File: config.mk
export PLATFORM = sky130hd
export DESIGN_NAME = astar_shortest_path
export DESIGN_NICKNAME = d
export VERILOG_FILES = /design/src/rtl/astar_pkg.sv /design/src/rtl/astar_ram.sv /design/src/rtl/astar_ctrl.sv /design/src/rtl/astar_dp.sv /design/src/rtl/astar_shortest_path.sv
export SDC_FILE = /design/constraint.sdc
export NUM_CORES = 2
export LEC_CHECK = 0
export ABC_AREA = 0
export BUFFER_PORTS_ARGS = -buffer_cell sky130_fd_sc_hd__buf_2
export CAP_MARGIN = 25
export CELL_PAD_IN_SITES_DETAIL_PLACEMENT = 1
export CELL_PAD_IN_SITES_GLOBAL_PLACEMENT = 1
export CORE_AREA = 2 2 492 494
export CTS_CLUSTER_SIZE = 10
export DETAILED_ROUTE_END_ITERATION = 8
export DIE_AREA = 0 0 494 496
export PLACE_DENSITY = 0.69
export SLEW_MARGIN = 0
export SYNTH_ARGS = -nofsm -noshare
export SYNTH_HDL_FRONTEND = slang
export SYNTH_SLANG_ARGS = --single-unit
File: constraint.sdc
create_clock -name clk -period 9.75 [get_ports clk]
set_input_delay 0.4875 -clock clk [delete_from_list [all_inputs] [get_ports clk]]
set_output_delay 0.4875 -clock clk [all_outputs]
set_load 0.01 [all_outputs]
File: src/rtl/astar_pkg.sv
package astar_pkg;
  localparam int MAX_NODES_DEF   = 16;
  localparam int MAX_EDGES_DEF   = 64;
  localparam int WEIGHT_BITS_DEF = 16;
  localparam int NODE_W = 4;
  localparam int COST_W = 20;
  localparam int HEUR_W = 16;
  localparam int PATH_DEPTH = 16;
  localparam logic [COST_W-1:0] COST_INF = 20'hFFFFF;

  localparam logic [1:0] OP_SET_H  = 2'd0;
  localparam logic [1:0] OP_ADD_E  = 2'd1;
  localparam logic [1:0] OP_SEARCH = 2'd2;
  localparam logic [1:0] OP_CLEAR  = 2'd3;

  typedef struct packed {
    logic [1:0]        opcode;
    logic [NODE_W-1:0] node_a;
    logic [NODE_W-1:0] node_b;
    logic [15:0]       value;
  } req_t;

  typedef struct packed {
    logic              found;
    logic [NODE_W-1:0] path_node;
    logic [COST_W-1:0] path_cost;
    logic              edges_dropped;
    logic              last;
  } res_t;

  typedef struct packed {
    logic take;
    logic ld_h;
    logic ld_e;
    logic clr_e;
    logic init;
    logic sel_clr;
    logic sel_next;
    logic sel_rd;
    logic sel_cmp;
    logic pop;
    logic edge_chk;
    logic relax;
    logic walk_init;
    logic walk_push;
    logic walk_next;
    logic out_init;
    logic out_emit;
    logic emit_nf;
  } cmd_t;

  typedef struct packed {
    logic bad;
    logic open_i;
    logic sel_last;
    logic any;
    logic u_goal;
    logic e_done;
    logic incident;
    logic walk_stop;
    logic p_zero;
  } stat_t;
endpackage

File: src/rtl/astar_ram.sv
module astar_ram #(
  parameter int WIDTH = 8,
  parameter int DEPTH = 16,
  parameter int AW = (DEPTH > 1) ? $clog2(DEPTH) : 1
) (
  input  logic             clk,
  input  logic             we,
  input  logic [AW-1:0]    waddr,
  input  logic [WIDTH-1:0] wdata,
  input  logic [AW-1:0]    raddr,
  output logic [WIDTH-1:0] rdata
);
  logic [WIDTH-1:0] mem [DEPTH];

  always_ff @(posedge clk) begin
    if (we) begin
      mem[waddr] <= wdata;
    end
    rdata <= mem[raddr];
  end
endmodule

File: src/rtl/astar_ctrl.sv
module astar_ctrl (
  input  logic               clk,
  input  logic               rst,
  input  logic               start,
  input  logic [1:0]         opcode,
  input  astar_pkg::stat_t   st,
  output astar_pkg::cmd_t    cmd,
  output logic               busy
);
  import astar_pkg::*;

  typedef enum logic [15:0] {
    S_IDLE  = 16'h0001,
    S_INIT  = 16'h0002,
    S_SEL0  = 16'h0004,
    S_SCAN  = 16'h0008,
    S_CMP   = 16'h0010,
    S_POP   = 16'h0020,
    S_EDGE  = 16'h0040,
    S_ECHK  = 16'h0080,
    S_RCMP  = 16'h0100,
    S_WALK0 = 16'h0200,
    S_WPUSH = 16'h0400,
    S_WNEXT = 16'h0800,
    S_OUT0  = 16'h1000,
    S_OUTRD = 16'h2000,
    S_OUTEM = 16'h4000,
    S_NF    = 16'h8000
  } state_t;

  state_t state, state_next;

  assign busy = (state != S_IDLE);

  always_comb begin
    cmd = '0;
    state_next = state;
    case (state)
      S_IDLE: begin
        if (start) begin
          cmd.take = 1'b1;
          case (opcode)
            OP_SET_H:  cmd.ld_h = 1'b1;
            OP_ADD_E:  cmd.ld_e = 1'b1;
            OP_SEARCH: state_next = S_INIT;
            OP_CLEAR:  cmd.clr_e = 1'b1;
            default:   cmd.clr_e = 1'b1;
          endcase
        end
      end
      S_INIT: begin
        if (st.bad) begin
          state_next = S_NF;
        end else begin
          cmd.init = 1'b1;
          state_next = S_SEL0;
        end
      end
      S_SEL0: begin
        cmd.sel_clr = 1'b1;
        state_next = S_SCAN;
      end
      S_SCAN: begin
        if (st.open_i) begin
          cmd.sel_rd = 1'b1;
          state_next = S_CMP;
        end else if (st.sel_last) begin
          state_next = st.any ? S_POP : S_NF;
        end else begin
          cmd.sel_next = 1'b1;
        end
      end
      S_CMP: begin
        cmd.sel_cmp = 1'b1;
        if (st.sel_last) begin
          state_next = S_POP;
        end else begin
          cmd.sel_next = 1'b1;
          state_next = S_SCAN;
        end
      end
      S_POP: begin
        cmd.pop = 1'b1;
        state_next = st.u_goal ? S_WALK0 : S_EDGE;
      end
      S_EDGE: begin
        state_next = st.e_done ? S_SEL0 : S_ECHK;
      end
      S_ECHK: begin
        cmd.edge_chk = 1'b1;
        state_next = st.incident ? S_RCMP : S_EDGE;
      end
      S_RCMP: begin
        cmd.relax = 1'b1;
        state_next = S_EDGE;
      end
      S_WALK0: begin
        cmd.walk_init = 1'b1;
        state_next = S_WPUSH;
      end
      S_WPUSH: begin
        cmd.walk_push = 1'b1;
        state_next = st.walk_stop ? S_OUT0 : S_WNEXT;
      end
      S_WNEXT: begin
        cmd.walk_next = 1'b1;
        state_next = S_WPUSH;
      end
      S_OUT0: begin
        cmd.out_init = 1'b1;
        state_next = S_OUTRD;
      end
      S_OUTRD: begin
        state_next = S_OUTEM;
      end
      S_OUTEM: begin
        cmd.out_emit = 1'b1;
        state_next = st.p_zero ? S_IDLE : S_OUTRD;
      end
      S_NF: begin
        cmd.emit_nf = 1'b1;
        state_next = S_IDLE;
      end
      default: state_next = S_IDLE;
    endcase
  end

  always_ff @(posedge clk) begin
    if (rst) begin
      state <= S_IDLE;
    end else begin
      state <= state_next;
    end
  end
endmodule

File: src/rtl/astar_dp.sv
module astar_dp #(
  parameter int MAX_NODES   = astar_pkg::MAX_NODES_DEF,
  parameter int MAX_EDGES   = astar_pkg::MAX_EDGES_DEF,
  parameter int WEIGHT_BITS = astar_pkg::WEIGHT_BITS_DEF
) (
  input  logic             clk,
  input  logic             rst,
  input  astar_pkg::req_t  request,
  input  astar_pkg::cmd_t  cmd,
  output astar_pkg::stat_t st,
  output astar_pkg::res_t  result,
  output logic             result_strobe
);
  import astar_pkg::*;

  localparam int NODES = (MAX_NODES < 16) ? MAX_NODES : 16;
  localparam int IW = $clog2(NODES);
  localparam int EW = (MAX_EDGES > 1) ? $clog2(MAX_EDGES) : 1;
  localparam int CW = $clog2(MAX_EDGES + 1);
  localparam int ED_W = 2 * NODE_W + WEIGHT_BITS;
  localparam int SW = ((WEIGHT_BITS > COST_W) ? WEIGHT_BITS : COST_W) + 1;

  // edge table
  logic [CW-1:0] edge_count, e;
  logic          overflow;
  logic [WEIGHT_BITS-1:0] wval;
  logic [ED_W-1:0] e_rd;
  logic a_ok, b_ok;

  // search state
  logic [HEUR_W-1:0] heur [NODES];
  logic [NODES-1:0]  open, vis, has;
  logic [NODE_W-1:0] sn, gn, u, wv;
  logic [IW-1:0]     idx, v;
  logic [COST_W-1:0] bu;
  logic [COST_W:0]   bf;
  logic              any;
  logic [WEIGHT_BITS-1:0] w;
  logic [4:0]        len;
  logic [3:0]        p;

  // memory ports
  logic [COST_W-1:0] b_rd, b_wd, cur;
  logic [IW-1:0]     b_wa, b_ra;
  logic              b_we, rvis;
  logic [NODE_W-1:0] pr_rd, st_rd;

  // incident edge decode
  logic [NODE_W-1:0] ea, eb, en;
  logic [WEIGHT_BITS-1:0] ew;
  logic              inc;
  logic [COST_W:0]   f;
  logic [SW-1:0]     tmp;
  logic              better;

  always_comb begin
    for (int i = 0; i < WEIGHT_BITS; i++) begin
      wval[i] = (i < 16) ? request.value[i] : 1'b0;
    end
  end

  assign a_ok = 32'(request.node_a) < MAX_NODES;
  assign b_ok = 32'(request.node_b) < MAX_NODES;

  assign ea = e_rd[ED_W-1 -: NODE_W];
  assign eb = e_rd[WEIGHT_BITS +: NODE_W];
  assign ew = e_rd[WEIGHT_BITS-1:0];
  assign inc = (ea == u) || (eb == u);
  assign en = (ea == u) ? eb : ea;

  assign cur = rvis ? b_rd : COST_INF;
  assign f = {1'b0, cur} + {{(COST_W + 1 - HEUR_W){1'b0}}, heur[idx]};
  assign tmp = SW'(bu) + SW'(w);
  assign better = tmp < SW'(cur);

  assign b_ra = cmd.sel_rd ? idx : en[IW-1:0];
  assign b_we = cmd.init || (cmd.relax && better);
  assign b_wa = cmd.init ? sn[IW-1:0] : v;
  assign b_wd = cmd.init ? '0 : tmp[COST_W-1:0];

  assign st.bad = !(32'(sn) < MAX_NODES) || !(32'(gn) < MAX_NODES);
  assign st.open_i = open[idx];
  assign st.sel_last = (idx == IW'(NODES - 1));
  assign st.any = any;
  assign st.u_goal = (u == gn);
  assign st.e_done = (e >= edge_count);
  assign st.incident = inc;
  assign st.walk_stop = (wv == sn) || !has[wv[IW-1:0]] || (len >= 5'd15);
  assign st.p_zero = (p == 4'd0);

  astar_ram #(.WIDTH(ED_W), .DEPTH(MAX_EDGES)) u_edge (
    .clk, .we(cmd.ld_e && a_ok && b_ok && (edge_count < CW'(MAX_EDGES))),
    .waddr(edge_count[EW-1:0]),
    .wdata({request.node_a, request.node_b, wval}),
    .raddr(e[EW-1:0]), .rdata(e_rd)
  );

  astar_ram #(.WIDTH(COST_W), .DEPTH(NODES)) u_best (
    .clk, .we(b_we), .waddr(b_wa), .wdata(b_wd), .raddr(b_ra), .rdata(b_rd)
  );

  astar_ram #(.WIDTH(NODE_W), .DEPTH(NODES)) u_pred (
    .clk, .we(cmd.relax && better), .waddr(v), .wdata(u),
    .raddr(wv[IW-1:0]), .rdata(pr_rd)
  );

  astar_ram #(.WIDTH(NODE_W), .DEPTH(PATH_DEPTH)) u_stack (
    .clk, .we(cmd.walk_push), .waddr(len[3:0]), .wdata(wv),
    .raddr(p), .rdata(st_rd)
  );

  always_ff @(posedge clk) begin
    if (rst) begin
      edge_count <= '0;
      overflow <= 1'b0;
      result_strobe <= 1'b0;
      for (int i = 0; i < NODES; i++) begin
        heur[i] <= '0;
      end
    end else begin
      result_strobe <= cmd.out_emit || cmd.emit_nf;
      if (cmd.ld_h && a_ok) begin
        heur[request.node_a[IW-1:0]] <= request.value;
      end
      if (cmd.ld_e && a_ok && b_ok) begin
        if (edge_count < CW'(MAX_EDGES)) begin
          edge_count <= edge_count + 1'b1;
        end else begin
          overflow <= 1'b1;
        end
      end
      if (cmd.clr_e) begin
        edge_count <= '0;
        overflow <= 1'b0;
      end
    end
  end

  always_ff @(posedge clk) begin
    rvis <= vis[b_ra];
    if (cmd.take) begin
      sn <= request.node_a;
      gn <= request.node_b;
    end
    if (cmd.init) begin
      // only the start node is open and holds a cost
      open <= NODES'(1) << sn[IW-1:0];
      vis <= NODES'(1) << sn[IW-1:0];
      has <= '0;
    end
    if (cmd.sel_clr) begin
      idx <= '0;
      any <= 1'b0;
    end
    if (cmd.sel_next) begin
      idx <= idx + 1'b1;
    end
    if (cmd.sel_cmp && (!any || f < bf)) begin
      // strict compare in ascending order: ties keep the lower node
      any <= 1'b1;
      bf <= f;
      u <= NODE_W'(idx);
      bu <= cur;
    end
    if (cmd.pop) begin
      open[u[IW-1:0]] <= 1'b0;
      e <= '0;
    end
    if (cmd.edge_chk) begin
      e <= e + 1'b1;
      v <= en[IW-1:0];
      w <= ew;
    end
    if (cmd.relax && better) begin
      open[v] <= 1'b1;
      vis[v] <= 1'b1;
      has[v] <= 1'b1;
    end
    if (cmd.walk_init) begin
      wv <= gn;
      len <= '0;
    end
    if (cmd.walk_push) begin
      len <= len + 1'b1;
    end
    if (cmd.walk_next) begin
      wv <= pr_rd;
    end
    if (cmd.out_init) begin
      p <= 4'(len - 5'd1);
    end
    if (cmd.out_emit) begin
      p <= p - 1'b1;
    end
    if (cmd.out_emit) begin
      result.found <= 1'b1;
      result.path_node <= st_rd;
      result.path_cost <= bu;
      result.edges_dropped <= overflow;
      result.last <= (p == 4'd0);
    end
    if (cmd.emit_nf) begin
      result.found <= 1'b0;
      result.path_node <= '0;
      result.path_cost <= COST_INF;
      result.edges_dropped <= overflow;
      result.last <= 1'b1;
    end
  end
endmodule

File: src/rtl/astar_shortest_path.sv
// A* shortest-path engine over a small undirected weighted graph.
// Input channel: request is taken at a rising edge with start high and busy
//   low. Opcodes: set heuristic, add edge, run search, clear edge table.
// Loads and clear finish in the accepting cycle; busy stays low and no
//   result is produced. An edge past MAX_EDGES is dropped and sets the
//   edges_dropped flag until the next clear.
// A search raises busy and produces one result per path node, start first,
//   each valid for one cycle with result_strobe high, last on the final one;
//   or a single not-found result. The receiver cannot stall the block.
// Each expansion scans the open set (reading the cost of each open node)
//   and then the edge table (reading the cost of each edge's far node when
//   the edge touches the expanded node), all through the one read port of
//   the cost memory. The path is then walked back from the goal node, and
//   busy drops in the cycle of the last strobe.
// Reset (rst, synchronous): heuristics cleared to zero, edge table emptied,
//   flag cleared, controller idle.
module astar_shortest_path #(
  parameter int MAX_NODES   = astar_pkg::MAX_NODES_DEF,
  parameter int MAX_EDGES   = astar_pkg::MAX_EDGES_DEF,
  parameter int WEIGHT_BITS = astar_pkg::WEIGHT_BITS_DEF
) (
  input  logic            clk,
  input  logic            rst,
  input  logic            start,
  output logic            busy,
  input  astar_pkg::req_t request,
  output astar_pkg::res_t result,
  output logic            result_strobe
);
  import astar_pkg::*;

  cmd_t  cmd;   // controller -> datapath
  stat_t st;    // datapath -> controller

  // sequencer: decides loads, selection scan, edge scan, path walk, output
  astar_ctrl u_ctrl (
    .clk, .rst, .start, .opcode(request.opcode), .st, .cmd, .busy
  );

  // tables, cost memory, open set and result register
  astar_dp #(
    .MAX_NODES(MAX_NODES), .MAX_EDGES(MAX_EDGES), .WEIGHT_BITS(WEIGHT_BITS)
  ) u_dp (
    .clk, .rst, .request, .cmd, .st, .result, .result_strobe
  );
endmodule

==> Word-level counts from Yosys, hierarchy flattened <==
Memory sizes are Yosys's and may differ from the RTL's. A register that Yosys moved wholly into a read port is not among the register bits.
Cells that the tools add are included.
{ "totals": {"n_memories": 5, "mem_bits_rw": 2240, "input_bits": 29, "out_inout_bits": 29, "register_bits": 199} }
{ "mem_list": {"columns": ["name", "depth", "width", "read_ports", "rd_ports_with_merged_regs", "wr", "line", "rtl"], "rows": [
  ["u_dp.u_edge.mem", 64, 24, 1, 1, 1, "astar_ram.sv:13", "logic [WIDTH-1:0] mem [DEPTH];"],
  ["u_dp.u_best.mem", 16, 20, 1, 1, 1, "astar_ram.sv:13", null],
  ["u_dp.heur", 16, 16, 1, 1, 16, "astar_dp.sv:31", "logic [HEUR_W-1:0] heur [NODES];"],
  ["u_dp.u_pred.mem", 16, 4, 1, 1, 1, "astar_ram.sv:13", null],
  ["u_dp.u_stack.mem", 16, 4, 1, 1, 1, "astar_ram.sv:13", null]
]} }
{ "op_classes": {"shifts": 1, "eq_ne": 28, "n_addsub": 8, "n_mux": 85, "order_cmp": 12, "n_bitwise": 6, "n_reduce_logical": 27} }
{ "op_table": {"columns": ["cell", "n"], "rows": [
  ["$pmux W16 S14", 1],
  ["$mux W16", 13],
  ["$mux W4", 13],
  ["$or A16 B16 Y16", 3],
  ["$add A20 B16 Y21", 2],
  ["$mux W20", 2],
  ["$mux W1", 38],
  ["$lt A4 B5 Y1 const B", 5],
  ["$lt A21 B20 Y1", 1],
  ["$lt A21 B21 Y1", 1],
  ["$and A16 B16 Y16", 1],
  ["$eq A16 B1 Y1 const B", 1],
  ["$eq A16 B10 Y1 const B", 1],
  ["$eq A16 B11 Y1 const B", 1],
  ["$eq A16 B12 Y1 const B", 1],
  ["$eq A16 B13 Y1 const B", 1],
  ["$eq A16 B14 Y1 const B", 1],
  ["$eq A16 B15 Y1 const B", 1],
  ["$eq A16 B16 Y1 const B", 1],
  ["$eq A16 B2 Y1 const B", 1],
  ["$eq A16 B3 Y1 const B", 1],
  ["$eq A16 B4 Y1 const B", 1],
  ["$eq A16 B5 Y1 const B", 1],
  ["$eq A16 B6 Y1 const B", 1],
  ["other kinds (43)", 74]
]} }

==> Depth between registers and ports, before layout <==
{ "logic_depth": {"word_depth": 9, "mapped_depth": 24} }

==> Cells and area by module <==
A second synthesis with hierarchy kept.
{ "hier_totals": {"cells_unflattened": 5207, "hier_area_um2": 100233.6} }
{ "by_module_without_submodules": {"columns": ["mod", "area_per_inst_um2", "n_inst", "cells_per_inst"], "rows": [
  ["astar_ram (u_dp.u_edge)", 59295.6, 1, 2610],
  ["astar_dp", 22014.9, 1, 1676],
  ["astar_ram (u_dp.u_best)", 12530.8, 1, 533],
  ["astar_ram (u_dp.u_pred ...)", 2666.3, 2, 130],
  ["astar_ctrl", 1059.8, 1, 128]
]} }

==> Worst setup path before layout <==
Ideal clock, no wire load.
{ "synth_timing": {"path_type": "reg-to-reg", "startpoint": "reg with a tool-made name", "endpoint": "reg u_dp.bf[0], enable pin", "t_required_ns": 9.235, "path_buffers": 2, "arrival_time_ns": 8.225, "slack_ns": 1.009, "period_less_slack_ns": 8.741, "setup_ns": 0.515, "stages_incl_launch_ff": 25, "cell_sequence": "dfxtp_1 -> clkbuf_1 -> buf_1 -> mux4_2 -> mux4_2 -> ha_1 -> inv_1 -> fa_1 -> nor2b_1 -> o21a_1 -> o21ai_0 -> and2_1 -> inv_1 -> a21oi_1 -> xnor2_1 -> ha_1 -> a21o_1 -> a21o_1 -> a211oi_1 -> o21ai_0 -> o211ai_1 -> a31oi_1 -> o21ai_0 -> a21oi_1 -> a211oi_1"} }
{ "synth_lines": {"columns": ["element", "line", "rtl"], "rows": [
  ["to (signal assigned)", "astar_dp.sv:161", "bf <= f;"],
  ["to (decl)", "astar_dp.sv:36", "logic [COST_W:0] bf;"]
]} }

==> metrics <==
status finished, final reports clean; Setup Skew 0.09756 ns; WL final 263.2 mm; Worst slew margin 27.04%; Routed Antenna Nets 0; Crit Path Max Fanout 41; Worst VDD drop 0.1607 mV; RSZ-0062 raised after global routing false; setup_tns 0 ns; CTS Buffer Depth 4; Final nets 5535; Clk Latency, worst-skew pair 0.96 ns; Crit path arrival time 7.75 ns; CTS Buf Count 305; P_leak 37.44 nW; All-Layer GR Usage 21.42%; I/O pin cnt 58; sequential cell area fraction in the yosys report 73.30%; share of post-route cells with drive strength above 1 25.19%; Tcrit/Tclk final 73.99%; Mapped Area 100100 um^2; Place WS 2.588 ns; Filler cells 21950; pwr/cell area 194.3 nW/um^2; 1st-pass router iterations 5; synth unique cells 76; post-route worst setup slack 2.536 ns; hold path startpoint start; Final setup viols 0; largest net degree at the start of global routing 131; final number of hold-violating endpoints 0; Max H-tree Level 5; Site Rows 180; worst min-delay path class in2reg; worst slew pin tran 1.094 ns; Clock Sinks 2495; fin util 47.30%; vias in the first global route 53530; Clock Pin Slew Worst Setup and Hold Paths 0.06 ns; Cells after Synth 5156; synth-to-layout area growth 13.27%; max frequency 138.6 MHz; global placement routability congestion 0.8290; Chip Width 494 um; first-pass GRT wire length 380.3 mm; Yosys warnings 0; grt ovf 0; Avg Inst Size Synth 19.41 um^2; post-CTS sizing 0; CTS tree built; DP Area 104900 um^2; port bufs 57; FF+latch count, synth 2495; final instance area 113300 um^2; startpoint types register; type of destination of the critical path register; Most used DFF post-synth edfxtp_1; Post-synth EDFFs 2338; ys async rst share 0%; WL/cell 30.16 um; Post-Syn Nets 5274; Clk Tree Root Cell clkbuf_16; count of pins over their slew limit 0; Initial DRC Count 4995; Reg area 73360 um^2; multi-input logic area 25510 um^2; Initial Util 41.76%; Setup Fix Bufs, Post-CTS 0; min Tclk post-route 7.214 ns; Die H 496 um; hpwl dp 151.4 mm; Residual DRC 0; kind of critical path reg2reg; Die Area 245000 um^2; via count 50530; vias per inst 5.791; MaxCap Viol Count 0; core area 239600 um^2; Worst EP required 10.28 ns; initial antenna violation count 26
-- worst max-delay path: stages, from the launching register on --
cell      delay, ns
dfxtp_4        0.83
buf_4          0.67
mux4_2         0.60
mux4_2         0.49
ha_1           0.36
a21o_1         0.20
a21o_1         0.17
a21oi_1        0.23
nand2_1        0.08
nor3b_1        0.38
o311ai_0       0.23
a21oi_1        0.38
nor2_1         0.12
xnor2_1        0.24
ha_1           0.28
a21oi_1        0.19
nor2b_1        0.08
o21ai_0        0.23
nand2b_1       0.14
a211oi_4       0.35
buf_4          0.51
-- worst paths after layout --
path | endpoint | slack (ns) | depth (start not counted)
worst min register to register | u_dp.w[7] | 0.40 | 0
worst min-delay path | u_ctrl.state[1] | 0.06 | 5
worst max-delay path | u_dp.bf[11] | 2.54 | 20
worst max register to register | u_dp.bf[11] | 2.54 | 20
-- routing by layer --
layer	track usage (%)	vias up	part of all wire (%)
met1	29.09	27060	41
met3	3.290	456	6.5
met5	0	-	0.052
li1	-	21170	-
met4	5.758	16	2.7
met2	36.11	1839	50
-- metrics by stage --
step | std cells | hold slack [ns] | total power (W)
floorplan | 5156 | 0.3855 | 0.01215
global placement | 8281 | 0.3902 | 0.01236
detailed placement | 8287 | 0.3918 | 0.01238
CTS | 8712 | 0.003991 | 0.02220
global route | 8719 | 0.03985 | 0.02259
finish | 8727 | 0.06217 | 0.02202
-- cells in the final DEF, fill, tap and decap left out, types with 26 or more instances in the layout --
| cell type | instances |
|---|---|
| buf_4 | 163 |
| inv_1 | 80 |
| clkbuf_16 | 309 |
| xnor2_1 | 51 |
| nand2b_1 | 30 |
| nand3_1 | 52 |
| o21ai_0 | 73 |
| a21o_1 | 30 |
| a21oi_1 | 80 |
| mux2_2 | 73 |
| mux2i_1 | 108 |
| nor2_1 | 129 |
| ha_1 | 87 |
| nand4_1 | 32 |
| edfxtp_1 | 2338 |
| dfxtp_1 | 155 |
| mux4_2 | 618 |
| clkbuf_1 | 90 |
| and2_1 | 298 |
| nor3_1 | 26 |
| nand2_1 | 197 |
| nor2_2 | 72 |
| o211ai_1 | 90 |
| buf_2 | 57 |
-- registers in the layout, indices dropped and copies added, names as in the netlist, 20 cells and up, named ones only --
name               flops
u_dp.bf               21
u_dp.bu               20
u_dp.heur            256
u_dp.result           27
u_dp.u_best.mem      320
u_dp.u_best.rdata     20
u_dp.u_edge.mem     1536
u_dp.u_edge.rdata     24
u_dp.u_pred.mem       64
u_dp.u_stack.mem      64
-- synthesized netlist by cell type (6+ instances only) --
| library cell | number | area, um^2 |
|---|---|---|
| nand4_1 | 32 | 200.2 |
| or4_1 | 6 | 45.04 |
| or2_2 | 22 | 137.6 |
| nor3b_1 | 12 | 90.09 |
| nor3_1 | 26 | 130.1 |
| o21ai_0 | 73 | 365.4 |
| and2_1 | 298 | 1864 |
| buf_6 | 16 | 180.2 |
| inv_1 | 80 | 300.3 |
| buf_1 | 48 | 180.2 |
| a21o_1 | 30 | 225.2 |
| xnor2_1 | 51 | 446.7 |
| mux2i_1 | 108 | 1081 |
| a21oi_1 | 80 | 400.4 |
| nor4_1 | 7 | 43.79 |
| ha_1 | 87 | 1089 |
| buf_2 | 27 | 135.1 |
| mux2_2 | 73 | 822.0 |
| nor2_1 | 216 | 810.8 |
| mux2_1 | 21 | 236.5 |
| nand2b_1 | 30 | 187.7 |
| clkbuf_1 | 184 | 690.7 |
| xor2_1 | 20 | 175.2 |
| o211ai_1 | 90 | 675.7 |
| and3_1 | 9 | 56.30 |
| o22ai_1 | 15 | 93.84 |
| a31oi_1 | 7 | 43.79 |
| dfxtp_1 | 157 | 3143 |
| edfxtp_1 | 2338 | 70210 |
| nand3b_1 | 12 | 90.09 |
| nor2b_1 | 23 | 143.9 |
| nand2_1 | 197 | 739.5 |
| a211oi_1 | 7 | 52.55 |
| mux4_2 | 618 | 13920 |
| nand3_1 | 52 | 260.3 |
-- report_power, final --
| group | internal [W] | total [W] | switching, W |
|---|---|---|---|
| Combinational | 0.000103 | 0.000401 | 0.000298 |
| Sequential | 0.0117 | 0.0118 | 0.0000283 |
| Clock | 0.00578 | 0.00986 | 0.00408 |
-- kinds of logic (layout without fill, tap and decap cells) --
| kind of cell | count (synthesis) | in the layout | share of synthesized area (%) |
|---|---|---|---|
| xor+xnor | 71 | 71 | 0.6214 |
| flops | 2495 | 2495 | 73.30 |
| mux | 822 | 822 | 16.09 |
| buf+inv | 361 | 738 | 1.523 |
| other cells | 0 | 9 | 0 |
| simple gates | 974 | 974 | 5.129 |
| fa+ha+maj | 89 | 89 | 1.128 |
| compound gates | 344 | 344 | 2.204 |
-- cell type report --
cell class	count	area share [%]
inverters	80	0.2649
well taps	3185	3.516
multi-input cells	2300	22.51
flip-flops and latches	2495	64.72
clock buffers	407	7.217
repair buffers	235	1.618
clock inverters	16	0.1369
diodes	9	0.01987
-- timing repair --
action,in CTS,in global routing
endpoints found under the setup margin,0,0
endpoints found under the hold margin,2,0
hold buffers,2,0
Power figures use the tool's default switching activity.
